--- src/rtl/core/odle_pkg.sv ---
// Shared types, codes and constants of the ordered deque list engine.
package odle_pkg;

  localparam int ODLE_DEPTH    = 16;
  localparam int DATA_W        = 32;
  localparam int OP_W          = 3;
  localparam int STATUS_W      = 2;
  localparam int ENTRY_COUNT_W = 5;

  typedef enum logic [OP_W-1:0] {
    OP_PUSH_BACK  = 3'd0,
    OP_POP_BACK   = 3'd1,
    OP_PUSH_FRONT = 3'd2,
    OP_POP_FRONT  = 3'd3,
    OP_FIND       = 3'd4,
    OP_REMOVE     = 3'd5,
    OP_INSERT     = 3'd6,
    OP_NOP        = 3'd7
  } op_t;

  typedef enum logic [STATUS_W-1:0] {
    ST_OK       = 2'd0,
    ST_EMPTY    = 2'd1,
    ST_NOTFOUND = 2'd2,
    ST_FULL     = 2'd3
  } status_t;

  // Controller to datapath.
  typedef struct packed {
    logic load;   // capture item and compare flags
    logic apply;  // perform the list update
    logic scan;   // one rotation step of the min/max walk
  } cmd_t;

  // Datapath to controller.
  typedef struct packed {
    logic scan_none;  // nothing to walk after the update
    logic scan_last;  // current walk step is the last one
  } dp_stat_t;

endpackage

--- src/rtl/core/odle_if.sv ---
// Valid/ready channel interfaces for items in and results out.
interface odle_in_if;
  import odle_pkg::*;
  logic               valid;
  logic               ready;
  logic [OP_W-1:0]    op;
  logic signed [DATA_W-1:0] operand_value;

  modport source (output valid, output op, output operand_value, input ready);
  modport sink   (input valid, input op, input operand_value, output ready);
endinterface

interface odle_out_if;
  import odle_pkg::*;
  logic                     valid;
  logic                     ready;
  logic [STATUS_W-1:0]      status;
  logic signed [DATA_W-1:0] result_value;
  logic [ENTRY_COUNT_W-1:0] entry_count;
  logic signed [DATA_W-1:0] min_value;
  logic signed [DATA_W-1:0] max_value;

  modport source (output valid, output status, output result_value, output entry_count,
                  output min_value, output max_value, input ready);
  modport sink   (input valid, input status, input result_value, input entry_count,
                  input min_value, input max_value, output ready);
endinterface

--- src/rtl/core/odle_ctrl.sv ---
// Sequencing state machine: accept, update, min/max walk, deliver.
module odle_ctrl
  import odle_pkg::*;
(
  input  logic     clk,
  input  logic     rst,
  input  logic     in_valid,
  output logic     in_ready,
  output logic     out_valid,
  input  logic     out_ready,
  output cmd_t     cmd,
  input  dp_stat_t dp_stat
);

  typedef enum logic [3:0] {
    S_IDLE  = 4'b0001,
    S_APPLY = 4'b0010,
    S_SCAN  = 4'b0100,
    S_OUT   = 4'b1000
  } state_t;

  state_t state, state_next;

  always_comb begin
    state_next = state;
    unique case (state)
      S_IDLE:  if (in_valid) state_next = S_APPLY;
      S_APPLY: state_next = dp_stat.scan_none ? S_OUT : S_SCAN;
      S_SCAN:  if (dp_stat.scan_last) state_next = S_OUT;
      S_OUT:   if (out_ready) state_next = S_IDLE;
      default: state_next = S_IDLE;
    endcase
  end

  always_ff @(posedge clk) begin
    if (rst) state <= S_IDLE;
    else     state <= state_next;
  end

  assign in_ready  = (state == S_IDLE);
  assign out_valid = (state == S_OUT);
  assign cmd.load  = (state == S_IDLE) && in_valid;
  assign cmd.apply = (state == S_APPLY);
  assign cmd.scan  = (state == S_SCAN);

  a_ready_excl: assert property (@(posedge clk) disable iff (rst) !(in_ready && out_valid))
    else $error("input ready while result pending");
  a_load_apply: assert property (@(posedge clk) disable iff (rst) cmd.load |=> cmd.apply)
    else $error("load not followed by apply");
  a_scan_end: assert property (@(posedge clk) disable iff (rst)
                               (cmd.scan && dp_stat.scan_last) |=> out_valid)
    else $error("walk end did not present result");
endmodule

--- src/rtl/core/odle_dp.sv ---
// Datapath: row of entry cells with parallel compare, shift and rotate.
module odle_dp
  import odle_pkg::*;
#(
  parameter int DEPTH = ODLE_DEPTH
)(
  input  logic                     clk,
  input  logic                     rst,
  input  cmd_t                     cmd,
  output dp_stat_t                 dp_stat,
  input  logic [OP_W-1:0]          in_op,
  input  logic signed [DATA_W-1:0] in_value,
  output logic [STATUS_W-1:0]      status,
  output logic signed [DATA_W-1:0] result_value,
  output logic [ENTRY_COUNT_W-1:0] entry_count,
  output logic signed [DATA_W-1:0] min_value,
  output logic signed [DATA_W-1:0] max_value
);

  localparam int CW = $clog2(DEPTH + 1);

  logic signed [DATA_W-1:0] cells [DEPTH];
  logic signed [DATA_W-1:0] prev_val [DEPTH];
  logic signed [DATA_W-1:0] next_val [DEPTH];
  logic [CW-1:0]            count;
  logic [CW-1:0]            left;
  op_t                      op_r;
  logic signed [DATA_W-1:0] x_r;
  logic [DEPTH-1:0]         flags, flags_next;
  logic [DEPTH-1:0]         first, below_at, at_after;
  logic                     pend_dec;
  logic                     scan_first;
  logic                     is_full, is_empty;
  logic                     do_open, do_close;
  status_t                  stat_r;

  assign is_full  = (count == CW'(DEPTH));
  assign is_empty = (count == '0);

  // Per-cell compare against the incoming operand.
  always_comb begin
    for (int i = 0; i < DEPTH; i++) begin
      logic act, at_cnt;
      act    = (CW'(i) < count);
      at_cnt = (CW'(i) == count);
      unique case (op_t'(in_op))
        OP_FIND, OP_REMOVE: flags_next[i] = act && (cells[i] == in_value);
        OP_INSERT:          flags_next[i] = at_cnt
                                            || (act && (i > 0) && (cells[i] >= in_value))
                                            || (act && (i == 0) && (cells[i] > in_value));
        OP_PUSH_BACK:       flags_next[i] = at_cnt;
        OP_PUSH_FRONT,
        OP_POP_FRONT:       flags_next[i] = (i == 0);
        default:            flags_next[i] = 1'b0;
      endcase
    end
  end

  // First set flag and everything from it toward the back.
  assign first    = flags & ~(flags - DEPTH'(1));
  assign below_at = flags ^ (flags - DEPTH'(1));
  assign at_after = ~below_at | first;

  always_comb begin
    do_open  = 1'b0;
    do_close = 1'b0;
    unique case (op_r)
      OP_PUSH_BACK, OP_PUSH_FRONT, OP_INSERT: do_open = !is_full;
      OP_POP_FRONT:                           do_close = !is_empty;
      OP_REMOVE:                              do_close = !is_empty && (flags != '0);
      default: ;
    endcase
  end

  for (genvar g = 0; g < DEPTH; g++) begin : g_cell
    if (g == 0) begin : g_head
      assign prev_val[g] = x_r;
    end else begin : g_mid
      assign prev_val[g] = cells[g-1];
    end
    if (g == DEPTH - 1) begin : g_tail
      assign next_val[g] = cells[g];
    end else begin : g_body
      assign next_val[g] = cells[g+1];
    end

    always_ff @(posedge clk) begin
      if (cmd.apply && do_open && at_after[g]) begin
        cells[g] <= first[g] ? x_r : prev_val[g];
      end else if (cmd.apply && do_close && at_after[g]) begin
        cells[g] <= next_val[g];
      end else if (cmd.scan && (CW'(g) < count)) begin
        cells[g] <= (CW'(g) == count - CW'(1)) ? cells[0] : next_val[g];
      end
    end
  end

  always_ff @(posedge clk) begin
    if (rst) begin
      count <= '0;
    end else if (cmd.apply) begin
      if (do_open)       count <= count + CW'(1);
      else if (do_close) count <= count - CW'(1);
    end else if (cmd.scan && pend_dec && (left == CW'(1))) begin
      count <= count - CW'(1);
    end
  end

  always_ff @(posedge clk) begin
    if (cmd.load) begin
      op_r  <= op_t'(in_op);
      x_r   <= in_value;
      flags <= flags_next;
    end
    if (cmd.apply) begin
      result_value <= '0;
      min_value    <= '0;
      max_value    <= '0;
      scan_first   <= 1'b1;
      pend_dec     <= (op_r == OP_POP_BACK) && !is_empty;
      stat_r       <= ST_OK;
      unique case (op_r)
        OP_PUSH_BACK, OP_PUSH_FRONT, OP_INSERT: if (is_full) stat_r <= ST_FULL;
        OP_POP_BACK: if (is_empty) stat_r <= ST_EMPTY;
        OP_POP_FRONT: begin
          if (is_empty) stat_r <= ST_EMPTY;
          else          result_value <= cells[0];
        end
        OP_FIND, OP_REMOVE: begin
          if (is_empty)           stat_r <= ST_EMPTY;
          else if (flags == '0)   stat_r <= ST_NOTFOUND;
        end
        default: ;
      endcase
      if (do_open)       left <= count + CW'(1);
      else if (do_close) left <= count - CW'(1);
      else               left <= count;
    end
    if (cmd.scan) begin
      left <= left - CW'(1);
      if (pend_dec && (left == CW'(1))) begin
        result_value <= cells[0];
      end else begin
        scan_first <= 1'b0;
        if (scan_first || (cells[0] < min_value)) min_value <= cells[0];
        if (scan_first || (cells[0] > max_value)) max_value <= cells[0];
      end
    end
  end

  // During apply, the walk length is the count the update leaves behind.
  assign dp_stat.scan_none = (do_open ? 1'b0 : do_close ? (count == CW'(1)) : is_empty);
  assign dp_stat.scan_last = (left == CW'(1));

  assign status      = stat_r;
  assign entry_count = ENTRY_COUNT_W'(count);
endmodule

--- src/rtl/core/ordered_deque_list_engine_top.sv ---
// Top level of the ordered deque list engine.
// Per item: accept, update the entry row, min/max walk over N entries, then result
//   valid; N = entries after the update, or entries before it for a pop back.
// One item is in flight at a time.
// The walk is set by rotating the entry row one position per cycle.
// Reset (rst, synchronous, active high) empties the list; entry contents are
//   not cleared, only the count.
module ordered_deque_list_engine_top
  import odle_pkg::*;
#(
  parameter int DEPTH = ODLE_DEPTH
)(
  input logic        clk,
  input logic        rst,
  odle_in_if.sink    in_ch,
  odle_out_if.source out_ch
);

  cmd_t     cmd;
  dp_stat_t dp_stat;

  // Controller: handshakes and step sequencing.
  odle_ctrl u_ctrl (
    .clk       (clk),
    .rst       (rst),
    .in_valid  (in_ch.valid),
    .in_ready  (in_ch.ready),
    .out_valid (out_ch.valid),
    .out_ready (out_ch.ready),
    .cmd       (cmd),
    .dp_stat   (dp_stat)
  );

  // Datapath: entry cells, compare flags, shift/rotate, min/max.
  odle_dp #(.DEPTH(DEPTH)) u_dp (
    .clk          (clk),
    .rst          (rst),
    .cmd          (cmd),
    .dp_stat      (dp_stat),
    .in_op        (in_ch.op),
    .in_value     (in_ch.operand_value),
    .status       (out_ch.status),
    .result_value (out_ch.result_value),
    .entry_count  (out_ch.entry_count),
    .min_value    (out_ch.min_value),
    .max_value    (out_ch.max_value)
  );

  a_no_quick_out: assert property (@(posedge clk) disable iff (rst)
                                   (in_ch.valid && in_ch.ready) |=> !out_ch.valid)
    else $error("result valid right after acceptance");
  a_out_to_idle: assert property (@(posedge clk) disable iff (rst)
                                  (out_ch.valid && out_ch.ready) |=> in_ch.ready)
    else $error("not ready after delivering result");
  a_empty_minmax: assert property (@(posedge clk) disable iff (rst)
                                   (out_ch.valid && out_ch.entry_count == '0 && DEPTH < 32)
                                   |-> (out_ch.min_value == '0 && out_ch.max_value == '0))
    else $error("nonzero min/max on empty list");
endmodule

--- src/flat_wrapper.sv ---
// flat-port wrapper written by rule: the top's interface ports become plain ports
module ordered_deque_list_engine_top_flat import odle_pkg::*;
#(
  parameter int DEPTH = ODLE_DEPTH
)
  (clk, rst, in_ch_valid, in_ch_op, in_ch_operand_value, in_ch_ready, out_ch_valid, out_ch_status, out_ch_result_value, out_ch_entry_count, out_ch_min_value, out_ch_max_value, out_ch_ready);
  odle_in_if in_ch_i ();
  odle_out_if out_ch_i ();
  input logic clk;
  input logic rst;
  input wire logic [$bits(in_ch_i.valid)-1:0] in_ch_valid;
  input wire logic [$bits(in_ch_i.op)-1:0] in_ch_op;
  input wire logic [$bits(in_ch_i.operand_value)-1:0] in_ch_operand_value;
  output wire logic [$bits(in_ch_i.ready)-1:0] in_ch_ready;
  output wire logic [$bits(out_ch_i.valid)-1:0] out_ch_valid;
  output wire logic [$bits(out_ch_i.status)-1:0] out_ch_status;
  output wire logic [$bits(out_ch_i.result_value)-1:0] out_ch_result_value;
  output wire logic [$bits(out_ch_i.entry_count)-1:0] out_ch_entry_count;
  output wire logic [$bits(out_ch_i.min_value)-1:0] out_ch_min_value;
  output wire logic [$bits(out_ch_i.max_value)-1:0] out_ch_max_value;
  input wire logic [$bits(out_ch_i.ready)-1:0] out_ch_ready;
  assign in_ch_i.valid = in_ch_valid;
  assign in_ch_i.op = in_ch_op;
  assign in_ch_i.operand_value = in_ch_operand_value;
  assign in_ch_ready = in_ch_i.ready;
  assign out_ch_valid = out_ch_i.valid;
  assign out_ch_status = out_ch_i.status;
  assign out_ch_result_value = out_ch_i.result_value;
  assign out_ch_entry_count = out_ch_i.entry_count;
  assign out_ch_min_value = out_ch_i.min_value;
  assign out_ch_max_value = out_ch_i.max_value;
  assign out_ch_i.ready = out_ch_ready;
  ordered_deque_list_engine_top #(.DEPTH(DEPTH)) u_core (.clk(clk), .rst(rst), .in_ch(in_ch_i), .out_ch(out_ch_i));
endmodule
--- config.mk ---
export PLATFORM = sky130hd
export DESIGN_NAME = ordered_deque_list_engine_top_flat
export DESIGN_NICKNAME = d
export VERILOG_FILES = /design/src/rtl/core/odle_pkg.sv /design/src/rtl/core/odle_if.sv /design/src/rtl/core/odle_ctrl.sv /design/src/rtl/core/odle_dp.sv /design/src/rtl/core/ordered_deque_list_engine_top.sv /design/src/flat_wrapper.sv
export SDC_FILE = /design/constraint.sdc
export NUM_CORES = 2
export LEC_CHECK = 0
export ABC_AREA = 1
export BUFFER_PORTS_ARGS = -buffer_cell sky130_fd_sc_hd__buf_2
export CAP_MARGIN = 20
export CORE_MARGIN = 8
export CORE_UTILIZATION = 58
export CTS_CLUSTER_SIZE = 30
export DETAILED_ROUTE_END_ITERATION = 12
export PLACE_DENSITY = 0.78
export RECOVER_POWER = 50
export SYNTH_ARGS = -nofsm -noshare
export SYNTH_HDL_FRONTEND = slang
export SYNTH_SLANG_ARGS = --single-unit
export TNS_END_PERCENT = 100
--- constraint.sdc ---
create_clock -name clk -period 4.64 [get_ports clk]
set_clock_uncertainty 0.15 [all_clocks]
set_input_delay 0.928 -clock clk [delete_from_list [all_inputs] [get_ports clk]]
set_output_delay 0.928 -clock clk [all_outputs]
set_load 0.1 [all_outputs]
==> metrics.txt <==
setup TNS=0 ns; CTS resizes=0; number of synthesized flops with an enable pin=571; Non-Filler Instances=about 8.6k; Vias per Instance=roughly 6.4; mean area per synthesized cell=approximately 7.4 um^2; quantity of hold-fixing buffers added after cts=0; failing checks=capacitance limit, slew limit; nets=roughly 7.9k; Syn Nets=7945; CTS tree=built; Power Dens Cells=between 300 and 400 mW/mm^2; Root Driver=clkbuf_16; critical path peak fanout=25; share of cells above drive strength 1=between 5 and 6%; clock group share of total power=36.6%; Critical Path Start=u_core.u_dp.entry_count[0]$_SDFFE_PP0P_; Slew Limit Fails=120; Final Util=63.6%; Netlist cell types=just under 50; Routed Antenna Nets=0; Sw Ratio=between 30 and 40%; worst skew pair latency=about 0.67 ns; Detailed Place HPWL=154000 um; Seq cells post-synth=~680; die area=about 0.10 mm^2; unrepaired setup endpoints after global routing=false; Post-CTS Setup Inserts=0; Area Growth Syn to Fin=8.81%; fmax=0.234 GHz; Longest Clk Path Bufs=3; Arr. time, crit path=4.51 ns; Clock Sinks=approximately 680; Vert. Die Dim=~320 um; Worst setup EP type=flop; sequential share of power=40.3%; worst vdd ir=~0.68 mV; pre-CTS WS=0.0134 ns; worst min-delay path category=in -> reg; Final WS setup=between 0.3 and 0.4 ns; gr usage total=between 30% and 40%; Num CTS Buffers=82; sw power=6.34 mW; Worst Hold Launch=in_ch_operand_value[6]; final instance area=0.0591 mm^2; hold path depth=1; post-synthesis sequential area ratio=between 30% and 40%; Worst-path clk slew=0.06 ns; placed cells=about 8.5k; Die W=322 um; DRT Pass-1 Iters=7; vias in the first global route=around 50k; DR iter-0 viols=8130; filler instances=about 8.4k; Comb power frac=a little under a quarter; worst r2r src=u_core.u_dp.entry_count[0]$_SDFFE_PP0P_; crit path time final=~4.3 ns; Top FF cell, synth=edfxtp_1; Top Ports=around 140; startpoint types=flop; routed wire length=200000 um; initial antenna violation count=11; final hold vios=0; num rows=between 100 and 150; Yosys warnings=0; Async S/R FF share, synth=0%; PortBufs=143; drt wl/cell=between 20 and 25 um; first-pass GRT wire length=about 300000 um; Crit Path Category=reg -> reg; status=finished with violations; placed cell areas=between 0.05 and 0.06 mm^2; number of setup violations in the final report=0; pin count of the biggest net entering global routing=between 60 and 70; CORE AREA=0.0930 mm^2; Routability Congestion=1.03; WP data required=between 4 and 5 ns; Slew @ Worst Pin=2.64 ns; cells on worst reg2reg path=10; # Max-Cap Violations=3; initial core utilization=between 50% and 60%; Netlist Area Pre-Place=around 0.054 mm^2; drc violations=0; Internal=roughly 11 mW; CTS H-Tree Depth=3; vias=approximately 55k; gr ovfl total=0; relative slew slack=-76.2%; Post-Syn Instances=between 7k and 8k; P_leak=between 20 and 30 nW; part of the cycle the worst path needs=between 90% and 100%
-- cell usage after synthesis, drive strengths merged, types with 101 or more instances --
cell / n / share of area, %
o21ai: 1300 / 12
a21oi: 617 / 5.7
nor2: 470 / 3.3
edfxtp: 571 / 32
buf: 101 / 0.96
ha: 584 / 13
nand3: 164 / 1.5
dfxtp: 106 / 3.9
inv: 485 / 3.4
clkbuf: 343 / 2.4
o211ai: 373 / 5.2
nand2: 1857 / 13
-- power by group through the flow --
| stage | sequential [mW] | combinational [mW] | clock (mW) |
|---|---|---|---|
| detailed placement | 7.28 | 4.13 | 0 |
| CTS | 7.15 | 4.15 | 6.52 |
| global route | 7.20 | 4.46 | 6.73 |
| floorplan | 8.73 | 1.61 | 0 |
| global placement | 7.27 | 4.03 | 0 |
| finish | 7.18 | 4.12 | 6.51 |
-- sequential cells by signal (all words and copies together) (netlist names), 2 cells and up --
signal                    cells
u_core.u_ctrl.state           4
u_core.u_dp.cells           512
u_core.u_dp.op_r              3
u_core.u_dp.x_r              32
u_core.u_dp.entry_count       5
u_core.u_dp.left              5
u_core.u_dp.min_value        32
u_core.u_dp.result_value     32
u_core.u_dp.max_value        32
u_core.u_dp.flags            16
u_core.u_dp.status            2
-- per-stage QoR --
| stage | total power [mW] | hold slack, ns |
|---|---|---|
| after floorplan | 10.3 | 0.297 |
| after global placement | 11.3 | 0.310 |
| after detailed placement | 11.4 | 0.310 |
| after CTS | 17.8 | 0.267 |
| after global routing | 18.4 | 0.276 |
| final | 17.8 | 0.295 |
-- cell usage in the layout, fill, tap and decap left out, types with 10 or more instances in the layout --
cell / instances
a21oi_1: 617
buf_12: 11
buf_2: 11
buf_4: 165
clkbuf_1: 166
clkbuf_16: 88
clkbuf_2: 12
clkinv_1: 51
dfxtp_1: 106
edfxtp_1: 571
ha_1: 584
inv_1: 476
nand2_1: 1820
nand2_2: 36
nand3_1: 163
nand3b_1: 13
nand4_1: 54
nor2_1: 457
nor2_4: 10
nor3_1: 88
nor4_1: 20
o211ai_1: 373
o21a_1: 28
o21ai_0: 1188
o21ai_1: 99
o21ai_4: 10
o22ai_1: 74
-- routing by layer --
metal  part of all wire, %  up-vias  global-route usage (%)
met3                    15      489                    10.9
met4                   4.9        0                    15.9
met1                    39    25500                    51.6
met5                     0        -                       0
met2                    41     3589                    54.0
li1                      -    25700                       -
-- logic make-up (layout without fill, tap and decap cells) --
logic type / Yosys count / after routing / synth area share, %
other cells: 0 / 2 / 0
simple gates: 2678 / 2678 / 19.7
fa+ha+maj: 584 / 584 / 13.4
xor+xnor: 6 / 6 / 0.0967
compound gates: 2415 / 2415 / 24.4
buf+inv: 962 / 1016 / 6.91
flops: 677 / 677 / 35.4
-- area by class of cell --
cell class	count	area, um^2	area share [%]
diodes	2	5.00	0.00846
clock buffers	116	2390	4.04
clock inverters	33	235	0.398
inverters	518	1950	3.29
multi-input cells	5683	31600	53.4
flip-flops and latches	677	19300	32.6
well taps	1254	1570	2.65
repair buffers	349	2150	3.63
-- worst paths after layout --
kind	slack, ns	endpoint
max reg2reg	0.37	u_core.u_dp.cells[1][197]$_DFFE_PP_
min reg2reg	0.33	u_core.u_dp.scan_first$_DFF_P_
max	0.37	u_core.u_dp.cells[1][197]$_DFFE_PP_
min	0.29	u_core.u_dp.x_r[6]$_DFFE_PP_
-- critical path, cell delays in order (launching register included) --
cell,delay [ns]
dfxtp_1,0.31
inv_1,0.35
ha_1,0.27
nand2_1,0.07
xor2_1,0.40
inv_1,0.28
nor2_1,0.57
nand2_1,0.85
buf_12,0.44
a21oi_1,0.16
o21ai_1,0.08
(Power assumes the default switching activity.)
